### src/sv/pose_relative_fov_point_crop_core_assert.svh
// Assertion macros shared by the crop core.
`ifndef POSE_RELATIVE_FOV_POINT_CROP_CORE_ASSERT_SVH
`define POSE_RELATIVE_FOV_POINT_CROP_CORE_ASSERT_SVH

// Same-cycle implication.
`define PFC_ASSERT_IMPL(label, clk_s, rstn_s, pre, post) \
    label: assert property (@(posedge clk_s) disable iff (!rstn_s) (pre) |-> (post)) \
        else $error("pose crop core check failed");

// Next-cycle implication.
`define PFC_ASSERT_NEXT(label, clk_s, rstn_s, pre, post) \
    label: assert property (@(posedge clk_s) disable iff (!rstn_s) (pre) |=> (post)) \
        else $error("pose crop core check failed");

`endif

### src/sv/pfc_pkg.sv
`timescale 1ns / 1ps
package pfc_pkg;

    localparam int STEP_W     = 5;
    localparam int CFG_IDX_W  = 4;
    localparam int CFG_DATA_W = 48;

    typedef enum logic [3:0] {
        CFG_ROT_ROW0 = 4'd0,
        CFG_ROT_ROW1 = 4'd1,
        CFG_ROT_ROW2 = 4'd2,
        CFG_SHIFT_X  = 4'd3,
        CFG_SHIFT_Y  = 4'd4,
        CFG_SHIFT_Z  = 4'd5,
        CFG_FAR      = 4'd6,
        CFG_FOV      = 4'd7
    } cfg_index_t;

    typedef enum logic [3:0] {
        S_IDLE,
        S_QPROD,
        S_QENT,
        S_COMP,
        S_TRANS,
        S_INV,
        S_PT,
        S_ABS,
        S_ABS_WAIT,
        S_SQ,
        S_SQ_WAIT,
        S_CHECK,
        S_CORDIC,
        S_DECIDE,
        S_EMIT
    } state_t;

    typedef enum logic [3:0] {
        OP_NONE,
        OP_QPROD,
        OP_QENT,
        OP_COMP,
        OP_TRANS,
        OP_INV,
        OP_PT,
        OP_ABS,
        OP_SQ,
        OP_FSQ
    } op_t;

    typedef struct packed {
        logic              load;
        op_t               op;
        logic [3:0]        idx;
        logic [1:0]        k;
        logic              cordic_init;
        logic              cordic_step;
        logic [STEP_W-1:0] step;
        logic              emit;
    } cmd_t;

    typedef struct packed {
        logic range_ok;
        logic at_origin;
        logic angle_ok;
        logic result_busy;
    } status_t;

    typedef struct packed {
        logic               kind;
        logic signed [15:0] quat_w;
        logic signed [15:0] quat_x;
        logic signed [15:0] quat_y;
        logic signed [15:0] quat_z;
        logic signed [31:0] coord_x;
        logic signed [31:0] coord_y;
        logic signed [31:0] coord_z;
    } item_t;

    typedef struct packed {
        logic signed [31:0] kept_x;
        logic signed [31:0] kept_y;
        logic signed [31:0] kept_z;
    } result_t;

    localparam logic signed [16:0] HALF_PI_Q13 = 17'sd12868;

    function automatic logic [14:0] atan_q13(input logic [STEP_W-1:0] i);
        logic [14:0] v;
        unique case (i)
            5'd0:    v = 15'd6434;
            5'd1:    v = 15'd3798;
            5'd2:    v = 15'd2007;
            5'd3:    v = 15'd1019;
            5'd4:    v = 15'd511;
            5'd5:    v = 15'd256;
            5'd6:    v = 15'd128;
            5'd7:    v = 15'd64;
            5'd8:    v = 15'd32;
            5'd9:    v = 15'd16;
            5'd10:   v = 15'd8;
            5'd11:   v = 15'd4;
            5'd12:   v = 15'd2;
            5'd13:   v = 15'd1;
            default: v = 15'd0;
        endcase
        return v;
    endfunction

    // Row and column of a row-major 3x3 entry index.
    function automatic logic [1:0] idx_row(input logic [3:0] idx);
        logic [1:0] r;
        unique case (idx)
            4'd0, 4'd1, 4'd2: r = 2'd0;
            4'd3, 4'd4, 4'd5: r = 2'd1;
            default:          r = 2'd2;
        endcase
        return r;
    endfunction

    function automatic logic [1:0] idx_col(input logic [3:0] idx);
        logic [1:0] c;
        unique case (idx)
            4'd0, 4'd3, 4'd6: c = 2'd0;
            4'd1, 4'd4, 4'd7: c = 2'd1;
            default:          c = 2'd2;
        endcase
        return c;
    endfunction

endpackage

### src/sv/pfc_ctrl.sv
`timescale 1ns / 1ps
module pfc_ctrl #(
    parameter int CORDIC_STEPS = 16
) (
    input  logic             clk,
    input  logic             rst_n,
    input  logic             item_valid,
    input  logic             item_kind,
    output logic             item_stall,
    output pfc_pkg::cmd_t    cmd,
    input  pfc_pkg::status_t status
);

    pfc_pkg::state_t state_reg, state_next;
    logic [3:0] idx_reg, idx_next, idx_last;
    logic [1:0] k_reg, k_next, k_last;
    logic [pfc_pkg::STEP_W-1:0] step_reg, step_next;
    logic loop_state;
    logic phase_done;

    always_ff @(posedge clk or negedge rst_n)
    begin
        if (!rst_n)
        begin
            state_reg <= pfc_pkg::S_IDLE;
            idx_reg   <= '0;
            k_reg     <= '0;
            step_reg  <= '0;
        end
        else
        begin
            state_reg <= state_next;
            idx_reg   <= idx_next;
            k_reg     <= k_next;
            step_reg  <= step_next;
        end
    end

    always_comb
    begin
        idx_last   = 4'd0;
        k_last     = 2'd0;
        loop_state = 1'b1;
        unique case (state_reg)
            pfc_pkg::S_QPROD, pfc_pkg::S_QENT: idx_last = 4'd8;
            pfc_pkg::S_COMP:
            begin
                idx_last = 4'd8;
                k_last   = 2'd2;
            end
            pfc_pkg::S_TRANS, pfc_pkg::S_INV:
            begin
                idx_last = 4'd2;
                k_last   = 2'd2;
            end
            pfc_pkg::S_PT:
            begin
                idx_last = 4'd1;
                k_last   = 2'd2;
            end
            pfc_pkg::S_SQ: k_last = 2'd2;
            default: loop_state = 1'b0;
        endcase
        phase_done = (idx_reg == idx_last) && (k_reg == k_last);

        idx_next = 4'd0;
        k_next   = 2'd0;
        if (loop_state && !phase_done)
        begin
            if (k_reg == k_last)
            begin
                idx_next = idx_reg + 4'd1;
            end
            else
            begin
                idx_next = idx_reg;
                k_next   = k_reg + 2'd1;
            end
        end

        step_next = (state_reg == pfc_pkg::S_CORDIC) ? step_reg + 1'b1 : '0;
    end

    always_comb
    begin
        state_next = state_reg;
        unique case (state_reg)
            pfc_pkg::S_IDLE:
                if (item_valid)
                    state_next = item_kind ? pfc_pkg::S_PT : pfc_pkg::S_QPROD;
            pfc_pkg::S_QPROD:    if (phase_done) state_next = pfc_pkg::S_QENT;
            pfc_pkg::S_QENT:     if (phase_done) state_next = pfc_pkg::S_COMP;
            pfc_pkg::S_COMP:     if (phase_done) state_next = pfc_pkg::S_TRANS;
            pfc_pkg::S_TRANS:    if (phase_done) state_next = pfc_pkg::S_INV;
            pfc_pkg::S_INV:      if (phase_done) state_next = pfc_pkg::S_IDLE;
            pfc_pkg::S_PT:       if (phase_done) state_next = pfc_pkg::S_ABS;
            pfc_pkg::S_ABS:      state_next = pfc_pkg::S_ABS_WAIT;
            pfc_pkg::S_ABS_WAIT: state_next = pfc_pkg::S_SQ;
            pfc_pkg::S_SQ:       if (phase_done) state_next = pfc_pkg::S_SQ_WAIT;
            pfc_pkg::S_SQ_WAIT:  state_next = pfc_pkg::S_CHECK;
            pfc_pkg::S_CHECK:
            begin
                priority if (!status.range_ok)
                    state_next = pfc_pkg::S_IDLE;
                else if (status.at_origin)
                    state_next = pfc_pkg::S_EMIT;
                else
                    state_next = pfc_pkg::S_CORDIC;
            end
            pfc_pkg::S_CORDIC:
                if (step_reg == pfc_pkg::STEP_W'(CORDIC_STEPS - 1))
                    state_next = pfc_pkg::S_DECIDE;
            pfc_pkg::S_DECIDE:
                state_next = status.angle_ok ? pfc_pkg::S_EMIT : pfc_pkg::S_IDLE;
            pfc_pkg::S_EMIT:     if (!status.result_busy) state_next = pfc_pkg::S_IDLE;
            default:             state_next = pfc_pkg::S_IDLE;
        endcase
    end

    always_comb
    begin
        item_stall      = (state_reg != pfc_pkg::S_IDLE);
        cmd.load        = (state_reg == pfc_pkg::S_IDLE) && item_valid;
        cmd.idx         = idx_reg;
        cmd.k           = k_reg;
        cmd.cordic_init = (state_reg == pfc_pkg::S_CHECK);
        cmd.cordic_step = (state_reg == pfc_pkg::S_CORDIC);
        cmd.step        = step_reg;
        cmd.emit        = (state_reg == pfc_pkg::S_EMIT) && !status.result_busy;
        unique case (state_reg)
            pfc_pkg::S_QPROD: cmd.op = pfc_pkg::OP_QPROD;
            pfc_pkg::S_QENT:  cmd.op = pfc_pkg::OP_QENT;
            pfc_pkg::S_COMP:  cmd.op = pfc_pkg::OP_COMP;
            pfc_pkg::S_TRANS: cmd.op = pfc_pkg::OP_TRANS;
            pfc_pkg::S_INV:   cmd.op = pfc_pkg::OP_INV;
            pfc_pkg::S_PT:    cmd.op = pfc_pkg::OP_PT;
            pfc_pkg::S_ABS:   cmd.op = pfc_pkg::OP_ABS;
            pfc_pkg::S_SQ:    cmd.op = (k_reg == 2'd2) ? pfc_pkg::OP_FSQ : pfc_pkg::OP_SQ;
            default:          cmd.op = pfc_pkg::OP_NONE;
        endcase
    end

endmodule

### config.mk
export PLATFORM = sky130hd
export DESIGN_NAME = pfc_ctrl
export DESIGN_NICKNAME = d
export VERILOG_FILES = /design/src/sv/pose_relative_fov_point_crop_core_assert.svh /design/src/sv/pfc_pkg.sv /design/src/sv/pfc_ctrl.sv
export SDC_FILE = /design/constraint.sdc
export NUM_CORES = 1
export LEC_CHECK = 0
export BUFFER_PORTS_ARGS = -buffer_cell sky130_fd_sc_hd__buf_2
export CAP_MARGIN = 25
export CELL_PAD_IN_SITES_DETAIL_PLACEMENT = 1
export CELL_PAD_IN_SITES_GLOBAL_PLACEMENT = 2
export CORE_MARGIN = 2
export CORE_UTILIZATION = 30
export DETAILED_ROUTE_END_ITERATION = 10
export PLACE_DENSITY_LB_ADDON = 0.1
export SLEW_MARGIN = 20
export SYNTH_ARGS = -nofsm -noshare
export SYNTH_HDL_FRONTEND = slang
export SYNTH_SLANG_ARGS = --single-unit
### constraint.sdc
create_clock -name clk -period 2.8 [get_ports clk]
set_input_delay 0.56 -clock clk [delete_from_list [all_inputs] [get_ports clk]]
set_output_delay 0.56 -clock clk [all_outputs]
set_load 0.05 [all_outputs]
# After elaboration in Yosys (flattened, before gate mapping)
# Index checks and enable logic that the tools add are counted.
# totals
elab_cells	74
output_inout_bits	20
register_bits	15
# op_classes
n_mux	25
addsub	3
n_eq_ne	29
n_reduce_logical	13
# ops
cell	count
$pmux W4 S15	1
$mux W4	14
$pmux W4 S8	1
$eq A4 B4 Y1 const B	7
$ne A2 B2 Y1 const B	9
$eq A4 B3 Y1 const B	4
$pmux W4 S3	1
$reduce_and A10 Y1	1
$eq A4 B2 Y1 const B	2
$mux W2	4
$reduce_or A7 Y1	1
$add A5 B1 Y5 const B	1
$eq A5 B4 Y1 const B	1
$mux W5	1
$reduce_or A5 Y1	1
$add A4 B1 Y4 const B	1
$eq A4 B1 Y1 const B	1
$eq A4 B4 Y1	1
$logic_and A1 B1 Y1	4
$logic_not A4 Y1	1
$ne A2 B1 Y1 const B	2
$reduce_bool A4 Y1	1
$mux W3	1
$reduce_or A3 Y1	1
6 further kinds	8

# Logic depth before layout (Yosys ltp)
# logic_depth
word_depth	8
ltp_mapped	8
mapped_depth_nobuf	8

# Worst setup path before layout
# No wires, ideal clock.
# synth_timing
kind	reg2out
start	reg state_reg[0]
end	out cmd[18] in the netlist's numbering
arrival_ps	2093
slack_ps	147
t_required_ps	2240
path_buffers	1
stages_incl_launch_ff	4
cell_sequence	dfrtp_1 -> buf_2 -> or4_1 -> nor2_1
# synth_lines
item	line_no	rtl
start, declared	pfc_ctrl.sv:14	pfc_pkg::state_t state_reg, state_next;
start signal, assigned	pfc_ctrl.sv:25	state_reg <= pfc_pkg::S_IDLE;
start signal, assigned	pfc_ctrl.sv:32	state_reg <= state_next;
end, declared	pfc_ctrl.sv:10	output pfc_pkg::cmd_t cmd,

==> results.toml <==
[run_status]
status = "complete, no violations"

[grt]
grt_pass1_wl_mm = 5.59
grt_pass1_vias = 1093
grt_antenna_before_repair = 0
grt-ovfl-total = 0
grt_usage_pct = 17.2
grt_max_degree = 17

[critical_path]
endpoint_kind = "output port"
critPathArrivalTime_ps = 1830
start_kind = "register"
worst_ep_required_time_ps = 2240
crit_fanout = 16
path_class = "reg -> out"

[die]
rows = 22
die_w_um = 64.9
coreArea_um2 = 3610
ioPinCount = 28
initial_core_util_pct = 30.9
die_area_um2 = 4220
die_h_um = 64.9

[sta]
post-route-min-period_ps = 2390
fmax_ghz = 0.418
timing.hold.ws_ps = 215
relSlewSlack_pct = 74.5
rsz0062_at_grt = "false"
tightest_slew_ps = 381
fin_tns_setup_ps = 0
skew_ps = 0.607
drv_slew = 0
setup_violations = 0
period_share_pct = 85.5
hold_viol = 0

[yosys]
yosys_warnings = 0
syn-num-nets = 143
synth_area_um2 = 1110
synth-async-reset-ratio_pct = 100
synth_ff_type = "dfrtp_1"
syn_area_per_cell_um2 = 8.50
ys_ff_latch = 15
yosysSeqAreaShare_pct = 33.7
synthCells = 131
synthDistinctLibCells = 47
synth_edf_count = 0

[run]
max-cap-violations = 0

[finish]
fin_util_pct = 37.9
largest_reg_flops = 5
area_growth_pct = 22.6
layout.nets = 173
layout-drive-gt1-share_pct = 24.4
antenna_cells = 0
fillers = 464

[clock_tree]
cts_hold_buf = 0
postCtsResizedCells = 0
htreeDepth = 1
cts_made_buffers = 3
clock_path_buffers = 2
clk-insertion-delay-late_ps = 240
cts_tree = "done"
clk_pin_slew_worst_paths_ps = 60
postCtsSetupRepairBufs = 0
cts-root-buf = "clkbuf_8"
clkSinkCount = 15

[detailed_routing]
wl_per_cell_um = 15.2
ant_nets = 0
drt_wl_total_mm = 3.16
vias_per_cell = 5.34
vias = 1110
drtIter0Drc = 45
drc_errors = 0
drt_first_pass_iters = 4

[placement]
dp_hpwl_mm = 2.46
routabilityCongestion = 0.718
port_buffers = 27

[power_and_ir_drop]
vdd_drop_max_v = 0.000460
p_total_mw = 1.63
p_leak_nw = 0.655
p_per_area_nw_per_um2 = 1190

[min_path]
hold_class = "in -> async"
## layout make-up
cell class | instances | area (µm²) | area share, %
multi-input cells | 100 | 671 | 49.1
flip-flops and latches | 15 | 375 | 27.5
repair buffers | 34 | 188 | 13.7
well taps | 48 | 60.1 | 4.40
clock buffers | 4 | 45.0 | 3.30
inverters | 7 | 26.3 | 1.92
## per-stage QoR
stage / instances / setup WS (ps) / instance area, µm²
after CTS: 208 / 383 / 1370
after detailed placement: 204 / 415 / 1320
after floorplan: 131 / 147 / 1110
after global placement: 204 / 455 / 1320
after global routing: 208 / 230 / 1370
final: 208 / 406 / 1370
## per-layer routing
metal | GRT usage (%) | vias to the layer above | wire (µm)
met4 | 3.19 | 0 | 7
met1 | 22.1 | 554 | 1500
met3 | 3.82 | 2 | 94
met2 | 29.6 | 15 | 1570
met5 | 0 | - | 0
li1 | - | 539 | -
## logic make-up (layout without fill, tap and decap cells)
family                   after synthesis  count (layout)  share of synthesized area, %
XOR/XNOR                               4               4                          3.15
AND/OR/NAND/NOR                       54              54                          26.7
flip-flops                            15              15                          33.7
multiplexers                           4               4                          4.04
buffers and inverters                 16              45                          6.07
adder cells (fa/ha/maj)                4               4                          4.49
AO/OA/AOI/OAI                         34              34                          21.8
## power breakdown
part	leakage (nW)	switching [mW]	total, mW	internal, mW
combinational	0.432	0.681	1.09	0.405
sequential	0.201	0.103	0.369	0.266
clock	0.0228	0.0728	0.173	0.101
## path summary, 6_finish.rpt
kind	startpoint	end	slack [ps]	cells after the start
max	state_reg[3]$_DFFE_PN0P_	cmd[18]	410	4
min	rst_n	state_reg[3]$_DFFE_PN0P_	220	1
max reg2reg	state_reg[2]$_DFFE_PN0P_	state_reg[0]$_DFFE_PN0P_	420	5
min reg2reg	step_reg[0]$_DFF_PN0_	step_reg[0]$_DFF_PN0_	480	1
max in group asynchronous	rst_n	step_reg[0]$_DFF_PN0_	2330	1
min in group clk	step_reg[0]$_DFF_PN0_	step_reg[0]$_DFF_PN0_	480	1
## critical path, stage by stage (launching register included)
cell     delay [ps]
dfrtp_1         440
buf_4           220
or4_1           550
nor2_1          110
buf_2           260
## layout by cell type, fill, tap and decap left out, types with 2 or more instances in the layout
master / netlist / final
clkbuf_8: 0 / 3
nand2_1: 6 / 6
xor2_1: 2 / 2
inv_1: 7 / 7
nor2_1: 14 / 14
and2_1: 2 / 2
o32ai_1: 3 / 3
o21ai_0: 7 / 7
nand2b_1: 5 / 5
dfrtp_1: 15 / 15
a21oi_1: 8 / 8
nor2b_1: 4 / 4
buf_2: 3 / 27
xnor2_1: 2 / 2
nand3_1: 7 / 7
ha_1: 4 / 4
mux2i_1: 3 / 3
nor3_1: 4 / 4
nand3b_1: 2 / 2
a22oi_1: 2 / 2
buf_4: 1 / 7
## synth_stat cells (2+ instances only)
cell	count	share of area, %
nor2b_1	4	2.2
nand3_1	7	3.1
xor2_1	2	1.6
o21ai_0	7	3.1
nand2_1	6	2.0
nand3b_1	2	1.3
a22oi_1	2	1.3
inv_1	7	2.4
ha_1	4	4.5
dfrtp_1	15	34
o32ai_1	3	2.4
a21oi_1	8	3.6
xnor2_1	2	1.6
nor2_1	14	4.7
nor3_1	4	1.8
clkbuf_1	4	1.3
and2_1	2	1.1
nand2b_1	5	2.8
buf_2	3	1.3
mux2i_1	3	2.7
No activity file was read; power rests on OpenSTA's default activity.
